`config.mk`:
```
export PLATFORM = sky130hd
export DESIGN_NAME = point_machine_shift_sequencer
export DESIGN_NICKNAME = d
export VERILOG_FILES = /design/src/rtl/core/pmss_pkg.sv /design/src/rtl/core/point_machine_shift_sequencer.sv /design/src/rtl/core/pmss_seq.sv
export SDC_FILE = /design/constraint.sdc
export NUM_CORES = 1
export LEC_CHECK = 0
export ABC_AREA = 0
export BUFFER_PORTS_ARGS = -buffer_cell sky130_fd_sc_hd__buf_4
export CAP_MARGIN = 20
export CORE_UTILIZATION = 35
export CTS_CLUSTER_DIAMETER = 150
export DETAILED_ROUTE_END_ITERATION = 7
export GPL_TIMING_DRIVEN = 0
export PLACE_DENSITY = 0.61
export SYNTH_ARGS = -nofsm -noshare
export SYNTH_HDL_FRONTEND = slang
export SYNTH_HIERARCHICAL = 1
export SYNTH_SLANG_ARGS = --single-unit
```
`constraint.sdc`:
```
create_clock -name clk_i -period 6.31 [get_ports clk_i]
set_clock_uncertainty 0.1 [all_clocks]
set_input_delay 1.893 -clock clk_i [delete_from_list [all_inputs] [get_ports clk_i]]
set_output_delay 1.893 -clock clk_i [all_outputs]
set_load 0.01 [all_outputs]
```
`src/rtl/core/pmss_pkg.sv`:
```
package pmss_pkg;

  localparam logic [2:0] MODE_TICK    = 3'd0;
  localparam logic [2:0] MODE_START   = 3'd1;
  localparam logic [2:0] MODE_STOP    = 3'd2;
  localparam logic [2:0] MODE_DET_RPT = 3'd3;
  localparam logic [2:0] MODE_CON_RPT = 3'd4;

  localparam logic [1:0] DET_NONE  = 2'd0;
  localparam logic [1:0] DET_PLUS  = 2'd1;
  localparam logic [1:0] DET_MINUS = 2'd2;

  localparam logic [1:0] DIR_STOP  = 2'd0;
  localparam logic [1:0] DIR_PLUS  = 2'd1;
  localparam logic [1:0] DIR_MINUS = 2'd2;

  localparam logic [1:0] RES_NORMAL = 2'd0;
  localparam logic [1:0] RES_ACTIVE = 2'd1;
  localparam logic [1:0] RES_FAILED = 2'd2;

  localparam logic [2:0] ERR_NONE      = 3'd0;
  localparam logic [2:0] ERR_DETECTOR  = 3'd1;
  localparam logic [2:0] ERR_CONTACT   = 3'd2;
  localparam logic [2:0] ERR_NOT_HALT  = 3'd3;
  localparam logic [2:0] ERR_BAD_STATE = 3'd4;

  localparam logic [1:0] CFG_DETECT_TIMEOUT   = 2'd0;
  localparam logic [1:0] CFG_CONTACT_TIMEOUT  = 2'd1;
  localparam logic [1:0] CFG_SHUTDOWN_TIMEOUT = 2'd2;

  localparam logic [15:0] DETECT_TIMEOUT_RST   = 16'd300;
  localparam logic [15:0] CONTACT_TIMEOUT_RST  = 16'd200;
  localparam logic [15:0] SHUTDOWN_TIMEOUT_RST = 16'd300;

  typedef struct packed {
    logic [2:0]  mode;
    logic        target_plus;
    logic [15:0] throw_limit;
    logic        my_mode;
    logic [1:0]  detector_setting;
    logic [1:0]  sensed_position;
    logic [1:0]  contact_setting;
    logic        motor_running;
    logic        motor_fault;
    logic [15:0] motor_elapsed;
  } pmss_in_t;

  typedef struct packed {
    logic [1:0]  detect_request;
    logic [1:0]  contact_request;
    logic        motor_start;
    logic        motor_direction;
    logic        motor_my;
    logic        motor_stop;
    logic        busy_res;
    logic [15:0] last_duration;
    logic [1:0]  outcome;
    logic [2:0]  error_code;
  } pmss_out_t;

  typedef struct packed {
    logic [15:0] detect_timeout;
    logic [15:0] contact_timeout;
    logic [15:0] shutdown_timeout;
  } pmss_cfg_t;

endpackage

```
`src/rtl/core/point_machine_shift_sequencer.sv`:
```
// A word is captured in the input register, and its result in the result register.
// Throughput: one word per cycle unless the output stalls; the input and result
// registers decouple the two sides, so a stalled result does not stop intake at once.
// Reset: asynchronous, active low; the sequencer returns to stopped with all
// status cleared and the timeouts at 300, 200 and 300 ticks.
module point_machine_shift_sequencer import pmss_pkg::*; (
  input  logic        clk_i,
  input  logic        rst_ni,
  input  logic        in_valid_i,
  output logic        in_ready_o,
  input  pmss_in_t    in_word_i,
  output logic        out_valid_o,
  input  logic        out_ready_i,
  output pmss_out_t   out_word_o,
  input  logic        cfg_we_i,
  input  logic [1:0]  cfg_idx_i,
  input  logic [15:0] cfg_wdata_i
);

  logic      in_valid_q;
  pmss_in_t  in_word_q;
  logic      out_valid_q;
  pmss_out_t out_word_q;
  pmss_cfg_t cfg_q;
  pmss_out_t res;
  logic      advance;
  logic      fire;

  assign advance    = !out_valid_q || out_ready_i;
  assign fire       = in_valid_q && advance;
  assign in_ready_o = !in_valid_q || advance;

  pmss_seq u_seq (
    .clk_i  (clk_i),
    .rst_ni (rst_ni),
    .step_i (fire),
    .word_i (in_word_q),
    .cfg_i  (cfg_q),
    .res_o  (res)
  );

  always_ff @(posedge clk_i or negedge rst_ni) begin
    if (!rst_ni) begin
      cfg_q.detect_timeout   <= DETECT_TIMEOUT_RST;
      cfg_q.contact_timeout  <= CONTACT_TIMEOUT_RST;
      cfg_q.shutdown_timeout <= SHUTDOWN_TIMEOUT_RST;
    end else if (cfg_we_i) begin
      unique case (cfg_idx_i)
        CFG_DETECT_TIMEOUT:   cfg_q.detect_timeout   <= cfg_wdata_i;
        CFG_CONTACT_TIMEOUT:  cfg_q.contact_timeout  <= cfg_wdata_i;
        CFG_SHUTDOWN_TIMEOUT: cfg_q.shutdown_timeout <= cfg_wdata_i;
        default: begin
        end
      endcase
    end
  end

  always_ff @(posedge clk_i or negedge rst_ni) begin
    if (!rst_ni) begin
      in_valid_q  <= 1'b0;
      out_valid_q <= 1'b0;
    end else begin
      if (in_ready_o) begin
        in_valid_q <= in_valid_i;
      end
      if (advance) begin
        out_valid_q <= fire;
      end
    end
  end

  always_ff @(posedge clk_i) begin
    if (in_valid_i && in_ready_o) begin
      in_word_q <= in_word_i;
    end
    if (fire) begin
      out_word_q <= res;
    end
  end

  assign out_valid_o = out_valid_q;
  assign out_word_o  = out_word_q;

endmodule

```
`src/rtl/core/pmss_seq.sv`:
```
module pmss_seq import pmss_pkg::*; (
  input  logic      clk_i,
  input  logic      rst_ni,
  input  logic      step_i,
  input  pmss_in_t  word_i,
  input  pmss_cfg_t cfg_i,
  output pmss_out_t res_o
);

  typedef enum logic [2:0] {
    PH_STOPPED   = 3'd0,
    PH_INIT_DET  = 3'd1,
    PH_PREP      = 3'd2,
    PH_RUNNING   = 3'd3,
    PH_SHUTDOWN  = 3'd4,
    PH_FINAL_DET = 3'd5
  } phase_e;

  phase_e      phase_q, phase_d;
  logic        enabled_q, enabled_d;
  logic        goal_plus_q, goal_plus_d;
  logic        my_q, my_d;
  logic [15:0] run_limit_q, run_limit_d;
  logic [15:0] wait_q, wait_d;
  logic [15:0] wait_dec;
  logic [1:0]  want_det_q, want_det_d;
  logic [1:0]  rep_det_q, rep_det_d;
  logic [1:0]  rep_pos_q, rep_pos_d;
  logic [1:0]  want_con_q, want_con_d;
  logic [1:0]  rep_con_q, rep_con_d;
  logic [1:0]  result_q, result_d;
  logic [15:0] duration_q, duration_d;
  logic        start, stop;
  logic [2:0]  err;
  logic        at_goal;

  assign wait_dec = (wait_q != 16'd0) ? wait_q - 16'd1 : wait_q;
  assign at_goal  = (goal_plus_q && rep_pos_q == DET_PLUS) ||
                    (!goal_plus_q && rep_pos_q == DET_MINUS);

  always_comb begin
    phase_d     = phase_q;
    enabled_d   = enabled_q;
    goal_plus_d = goal_plus_q;
    my_d     = my_q;
    run_limit_d = run_limit_q;
    wait_d      = wait_q;
    want_det_d  = want_det_q;
    rep_det_d   = rep_det_q;
    rep_pos_d   = rep_pos_q;
    want_con_d  = want_con_q;
    rep_con_d   = rep_con_q;
    result_d    = result_q;
    duration_d  = duration_q;
    start       = 1'b0;
    stop        = 1'b0;
    err         = ERR_NONE;
    unique case (word_i.mode)
      MODE_TICK: begin
        wait_d = wait_dec;
        unique case (phase_q)
          PH_STOPPED: begin
            if (enabled_q) begin
              want_det_d = goal_plus_q ? DET_PLUS : DET_MINUS;
              rep_det_d  = DET_NONE;
              rep_pos_d  = DET_NONE;
              want_con_d = DIR_STOP;
              rep_con_d  = DIR_STOP;
              wait_d     = cfg_i.detect_timeout;
              phase_d    = PH_INIT_DET;
            end
          end
          PH_INIT_DET: begin
            if (wait_dec == 16'd0) begin
              if (rep_det_q == want_det_q) begin
                if (at_goal) begin
                  enabled_d = 1'b0;
                  phase_d   = PH_STOPPED;
                end else begin
                  want_det_d = DET_NONE;
                  want_con_d = goal_plus_q ? DIR_PLUS : DIR_MINUS;
                  wait_d     = cfg_i.contact_timeout;
                  phase_d    = PH_PREP;
                end
              end else begin
                err = ERR_DETECTOR;
              end
            end
          end
          PH_PREP: begin
            if (wait_dec == 16'd0) begin
              if (rep_con_q == want_con_q) begin
                start    = 1'b1;
                result_d = RES_ACTIVE;
                wait_d   = run_limit_q;
                phase_d  = PH_RUNNING;
              end else begin
                err = ERR_CONTACT;
              end
            end
          end
          PH_RUNNING: begin
            if (wait_dec == 16'd0 || word_i.motor_fault || !enabled_q) begin
              duration_d = word_i.motor_elapsed;
              stop       = 1'b1;
              wait_d     = cfg_i.shutdown_timeout;
              phase_d    = PH_SHUTDOWN;
            end
          end
          PH_SHUTDOWN: begin
            if (wait_dec == 16'd0) begin
              if (!word_i.motor_running) begin
                want_det_d = goal_plus_q ? DET_PLUS : DET_MINUS;
                rep_det_d  = DET_NONE;
                rep_pos_d  = DET_NONE;
                want_con_d = DIR_STOP;
                rep_con_d  = DIR_STOP;
                wait_d     = cfg_i.detect_timeout;
                phase_d    = PH_FINAL_DET;
              end else begin
                err = ERR_NOT_HALT;
              end
            end
          end
          PH_FINAL_DET: begin
            if (wait_dec == 16'd0) begin
              if (rep_det_q == want_det_q) begin
                result_d  = at_goal ? RES_NORMAL : RES_FAILED;
                enabled_d = 1'b0;
                phase_d   = PH_STOPPED;
              end else begin
                err = ERR_DETECTOR;
              end
            end
          end
          default: begin
            err = ERR_BAD_STATE;
          end
        endcase
      end
      MODE_START: begin
        if (phase_q == PH_STOPPED) begin
          goal_plus_d = word_i.target_plus;
          run_limit_d = word_i.throw_limit;
          my_d     = word_i.my_mode;
          enabled_d   = 1'b1;
        end
      end
      MODE_STOP: begin
        enabled_d = 1'b0;
      end
      MODE_DET_RPT: begin
        rep_det_d = word_i.detector_setting;
        rep_pos_d = word_i.sensed_position;
      end
      MODE_CON_RPT: begin
        rep_con_d = word_i.contact_setting;
      end
      default: begin
      end
    endcase
  end

  always_comb begin
    res_o.detect_request  = want_det_d;
    res_o.contact_request = want_con_d;
    res_o.motor_start     = start;
    res_o.motor_direction = start & goal_plus_d;
    res_o.motor_my     = start & my_d;
    res_o.motor_stop      = stop;
    res_o.busy_res        = (phase_d != PH_STOPPED);
    res_o.last_duration   = duration_d;
    res_o.outcome         = result_d;
    res_o.error_code      = err;
  end

  always_ff @(posedge clk_i or negedge rst_ni) begin
    if (!rst_ni) begin
      phase_q     <= PH_STOPPED;
      enabled_q   <= 1'b0;
      goal_plus_q <= 1'b0;
      my_q     <= 1'b0;
      run_limit_q <= 16'd0;
      wait_q      <= 16'd0;
      want_det_q  <= DET_NONE;
      rep_det_q   <= DET_NONE;
      rep_pos_q   <= DET_NONE;
      want_con_q  <= DIR_STOP;
      rep_con_q   <= DIR_STOP;
      result_q    <= RES_NORMAL;
      duration_q  <= 16'd0;
    end else if (step_i) begin
      phase_q     <= phase_d;
      enabled_q   <= enabled_d;
      goal_plus_q <= goal_plus_d;
      my_q     <= my_d;
      run_limit_q <= run_limit_d;
      wait_q      <= wait_d;
      want_det_q  <= want_det_d;
      rep_det_q   <= rep_det_d;
      rep_pos_q   <= rep_pos_d;
      want_con_q  <= want_con_d;
      rep_con_q   <= rep_con_d;
      result_q    <= result_d;
      duration_q  <= duration_d;
    end
  end

endmodule

```
==> impl_metrics.json <==
{
  "yosys.area.top_type_share_pct": 30.0,
  "cpMostUsedCell": "a21oi_1",
  "cp_top_family": "simple AND/OR/NAND/NOR gates",
  "tightest_slew_ns": 1.05,
  "finalCritPeriodShare_pct": 76.4,
  "core.rowCount": 57,
  "die_height_um": 160,
  "path_cells": "inv_1 -> ha_1 -> nor3b_1 -> a21boi_0 -> a21oi_1 -> or3b_1 -> nor4_2 -> a21o_1 -> clkbuf_1 -> a21oi_1 -> a32oi_1 -> a31o_2",
  "clockBufferDepth": 2,
  "fin_hold_ws_ns": 0.340,
  "ios": 100,
  "drc_errors": 0,
  "start_kind": "flip-flop",
  "yosys_warnings": 6,
  "tritoncts": "done",
  "ys_top_cells_by_area": "dfrtp_1 (30%), edfxtp_1 (26%), mux2_2 (9.0%), nand2_1 (3.7%), dfstp_2 (3.3%)",
  "status": "finished clean",
  "yosysSeqAreaShare_pct": 59.1,
  "fmax_ghz": 0.207,
  "final_util_pct": 43.3,
  "nNetsFinal": 900,
  "grt_usage_pct": 18.1,
  "cpPeakStageDelay_ns": 0.87,
  "path_class": "reg -> reg",
  "clk_pin_slew_ns": 0.08,
  "portBuffers": 99,
  "cellPowerDensity_mw_per_mm2": 284,
  "syn_area_mm2": 0.00875,
  "finalNonFillerCells": 1167,
  "drv_slew": 0,
  "start_util_pct": 35.9,
  "grt_pass1_vias": 6130,
  "worstPathMaxFanout": 10,
  "cts_sinks": 191,
  "hold_viol_final": 0,
  "fillers": 2292,
  "worstSkewPairLatency_ns": 0.43,
  "synth_edf_count": 75,
  "finalWirelength_um": 22500,
  "die_width_um": 160,
  "first_iter_violations": 712,
  "synth_cell_type_count": 76,
  "synth_fp_nets": 779,
  "ir_drop_v": 0.000183,
  "hpwl_um": 15800,
  "areaGrowthSynthToFinish_pct": 20.7,
  "grt_pass1_wl_um": 35800,
  "grt_max_degree": 69,
  "cp_slowest_cell": "nor4_2",
  "yosysTopAreaCell": "dfrtp_1",
  "diodes": 0,
  "synthCells": 709,
  "wire_per_inst_um": 19.3,
  "drive_gt1_share_pct": 31.1,
  "setup_violations": 0,
  "period_needed_ns": 4.82,
  "worstPathArrival_ns": 5.10,
  "coreArea_mm2": 0.0244,
  "routabilityCongestion": 0.900,
  "p_leak_nw": 4.32,
  "post-place-cells": 1135,
  "synth_area_per_cell_um2": 12.3,
  "critPathRequiredTime_ns": 6.59,
  "post_drt_via_cell_ratio": 5.38,
  "rsz0062_at_grt": "false",
  "cts_buffers": 17,
  "cts_setup_buffers": 0,
  "path_buf_inv": 2,
  "htreeDepth": 4,
  "endpoint_kind": "flip-flop",
  "ant_nets": 0,
  "async_reset_ff_share_pct": 60.7,
  "placed_area_mm2": 0.00997,
  "antenna_found_initial": 0,
  "cts_hold_buf": 0,
  "dr_total_vias": 6273,
  "max-slew-margin-rel_pct": 29.2,
  "postLayoutCellArea_mm2": 0.0106,
  "overflow": 0,
  "min-delay-path-class": "reg -> reg",
  "cts_root_buf": "clkbuf_16",
  "dr.pass1.iters": 5,
  "maxCapViolations": 0,
  "cts_resized": 0,
  "synth_ff_type": "dfrtp_1",
  "ys_seq_elements": 191,
  "final.setup.tns_ns": 0,
  "die_area_mm2": 0.0256
}
Yosys cell counts, types with 5 or more instances:
master,number
a21oi_1,32
a222oi_1,12
a22o_1,13
a22oi_1,14
a31oi_1,9
and2_1,5
buf_4,6
clkbuf_1,21
dfrtp_1,105
dfstp_2,11
edfxtp_1,75
inv_1,11
mux2_2,70
mux2_4,9
mux2i_1,5
nand2_1,87
nand2b_1,11
nand3_1,13
nand4_1,6
nor2_1,37
nor3_1,16
o211ai_1,7
o21ai_0,32
or3_1,5
or4_1,6
xnor2_1,6
registers in the layout, summed over array words and instances (netlist names):
signal,cells
u_seq/rep_con_q,2
cfg_q,48
in_word_q,45
out_valid_o,1
u_seq/goal_plus_q,1
in_valid_q,1
u_seq/rep_pos_q,2
u_seq/enabled_q,1
u_seq/phase_q,3
u_seq/run_limit_q,16
u_seq/wait_q,16
out_word_o,30
u_seq/duration_q,16
u_seq/want_con_q,2
u_seq/result_q,2
u_seq/my_q,1
u_seq/want_det_q,2
u_seq/rep_det_q,2
logic make-up after synthesis:
kind of cell	synth area share (%)
simple gates	13.2
flops	59.1
compound gates	12.5
mux	11.4
buf+inv	2.87
xor+xnor	0.701
fa+ha+maj	0.286
layout by cell type (no fill, tap or decap), types with 7 or more instances in the layout:
master / instances
mux2_4: 9
a22oi_1: 14
nand2_1: 87
o211ai_1: 7
clkbuf_1: 21
mux2_2: 70
dfrtp_1: 105
nand3_1: 13
o21ai_0: 32
edfxtp_1: 75
nor3_1: 16
dfstp_2: 11
nor2_1: 37
buf_4: 105
clkbuf_16: 17
a31oi_1: 9
inv_1: 11
nand2b_1: 11
a22o_1: 13
a21oi_1: 32
a222oi_1: 12
final cells by class:
cell class | count | area (um2) | share of cell area, %
clock inverter | 15 | 173 | 1.63
timing repair buffer | 102 | 802 | 7.59
multi-input combinational | 471 | 3340 | 31.6
clock buffer | 17 | 425 | 4.03
inverter | 11 | 41.3 | 0.391
sequential | 191 | 5170 | 48.9
tap | 324 | 405 | 3.84
buffer | 36 | 210 | 1.99
where the power goes:
group | switching, mW | internal (mW)
Combinational | 0.216 | 0.201
Clock | 0.544 | 0.532
Sequential | 0.0798 | 1.43
worst reg2reg max path, delay by kind of cell (launching register included):
kind	cells	cell delay, ns
AND/OR/NAND/NOR	3	1.90
AO/OA/AOI/OAI	6	1.43
flip-flops	1	0.43
adder cells (fa/ha/maj)	1	0.24
buffers and inverters	2	0.65
metrics by stage:
stage	worst slack, ns	total power, mW
3_5_place_dp	1.28	1.95
2_1_floorplan	2.07	1.78
5_1_grt	1.13	3.13
3_3_place_gp	0.689	1.94
6_report	1.49	3.00
4_1_cts	1.60	3.02
worst paths after layout:
path                                             start  cells after the start  slack [ns]                          endpoint
hold reg to reg                in_word_q[28]$_DFFE_PP_                      2        0.34  u_seq/run_limit_q[3]$_DFFE_PN0P_
setup reg to reg           u_seq/wait_q[0]$_DFFE_PN0P_                     12        1.49       u_seq/wait_q[5]$_DFFE_PN0P_
min in group asynchronous                       rst_ni                      1        1.30  u_seq/run_limit_q[3]$_DFFE_PN0P_
hold / removal                 in_word_q[28]$_DFFE_PP_                      2        0.34  u_seq/run_limit_q[3]$_DFFE_PN0P_
setup / recovery           u_seq/wait_q[0]$_DFFE_PN0P_                     12        1.49       u_seq/wait_q[5]$_DFFE_PN0P_
max in group asynchronous                       rst_ni                      2        4.06             cfg_q[37]$_DFFE_PN1P_
metal layers:
layer  global-route usage (%)  vias to the layer above  routed length (um)
met2                     26.5                      239                9880
met1                     26.4                     3099               10800
met4                     5.63                        0                 383
li1                         -                     2911                   -
met5                        0                        -                   0
met3                     4.21                       24                1430
(Power assumes the default switching activity.)
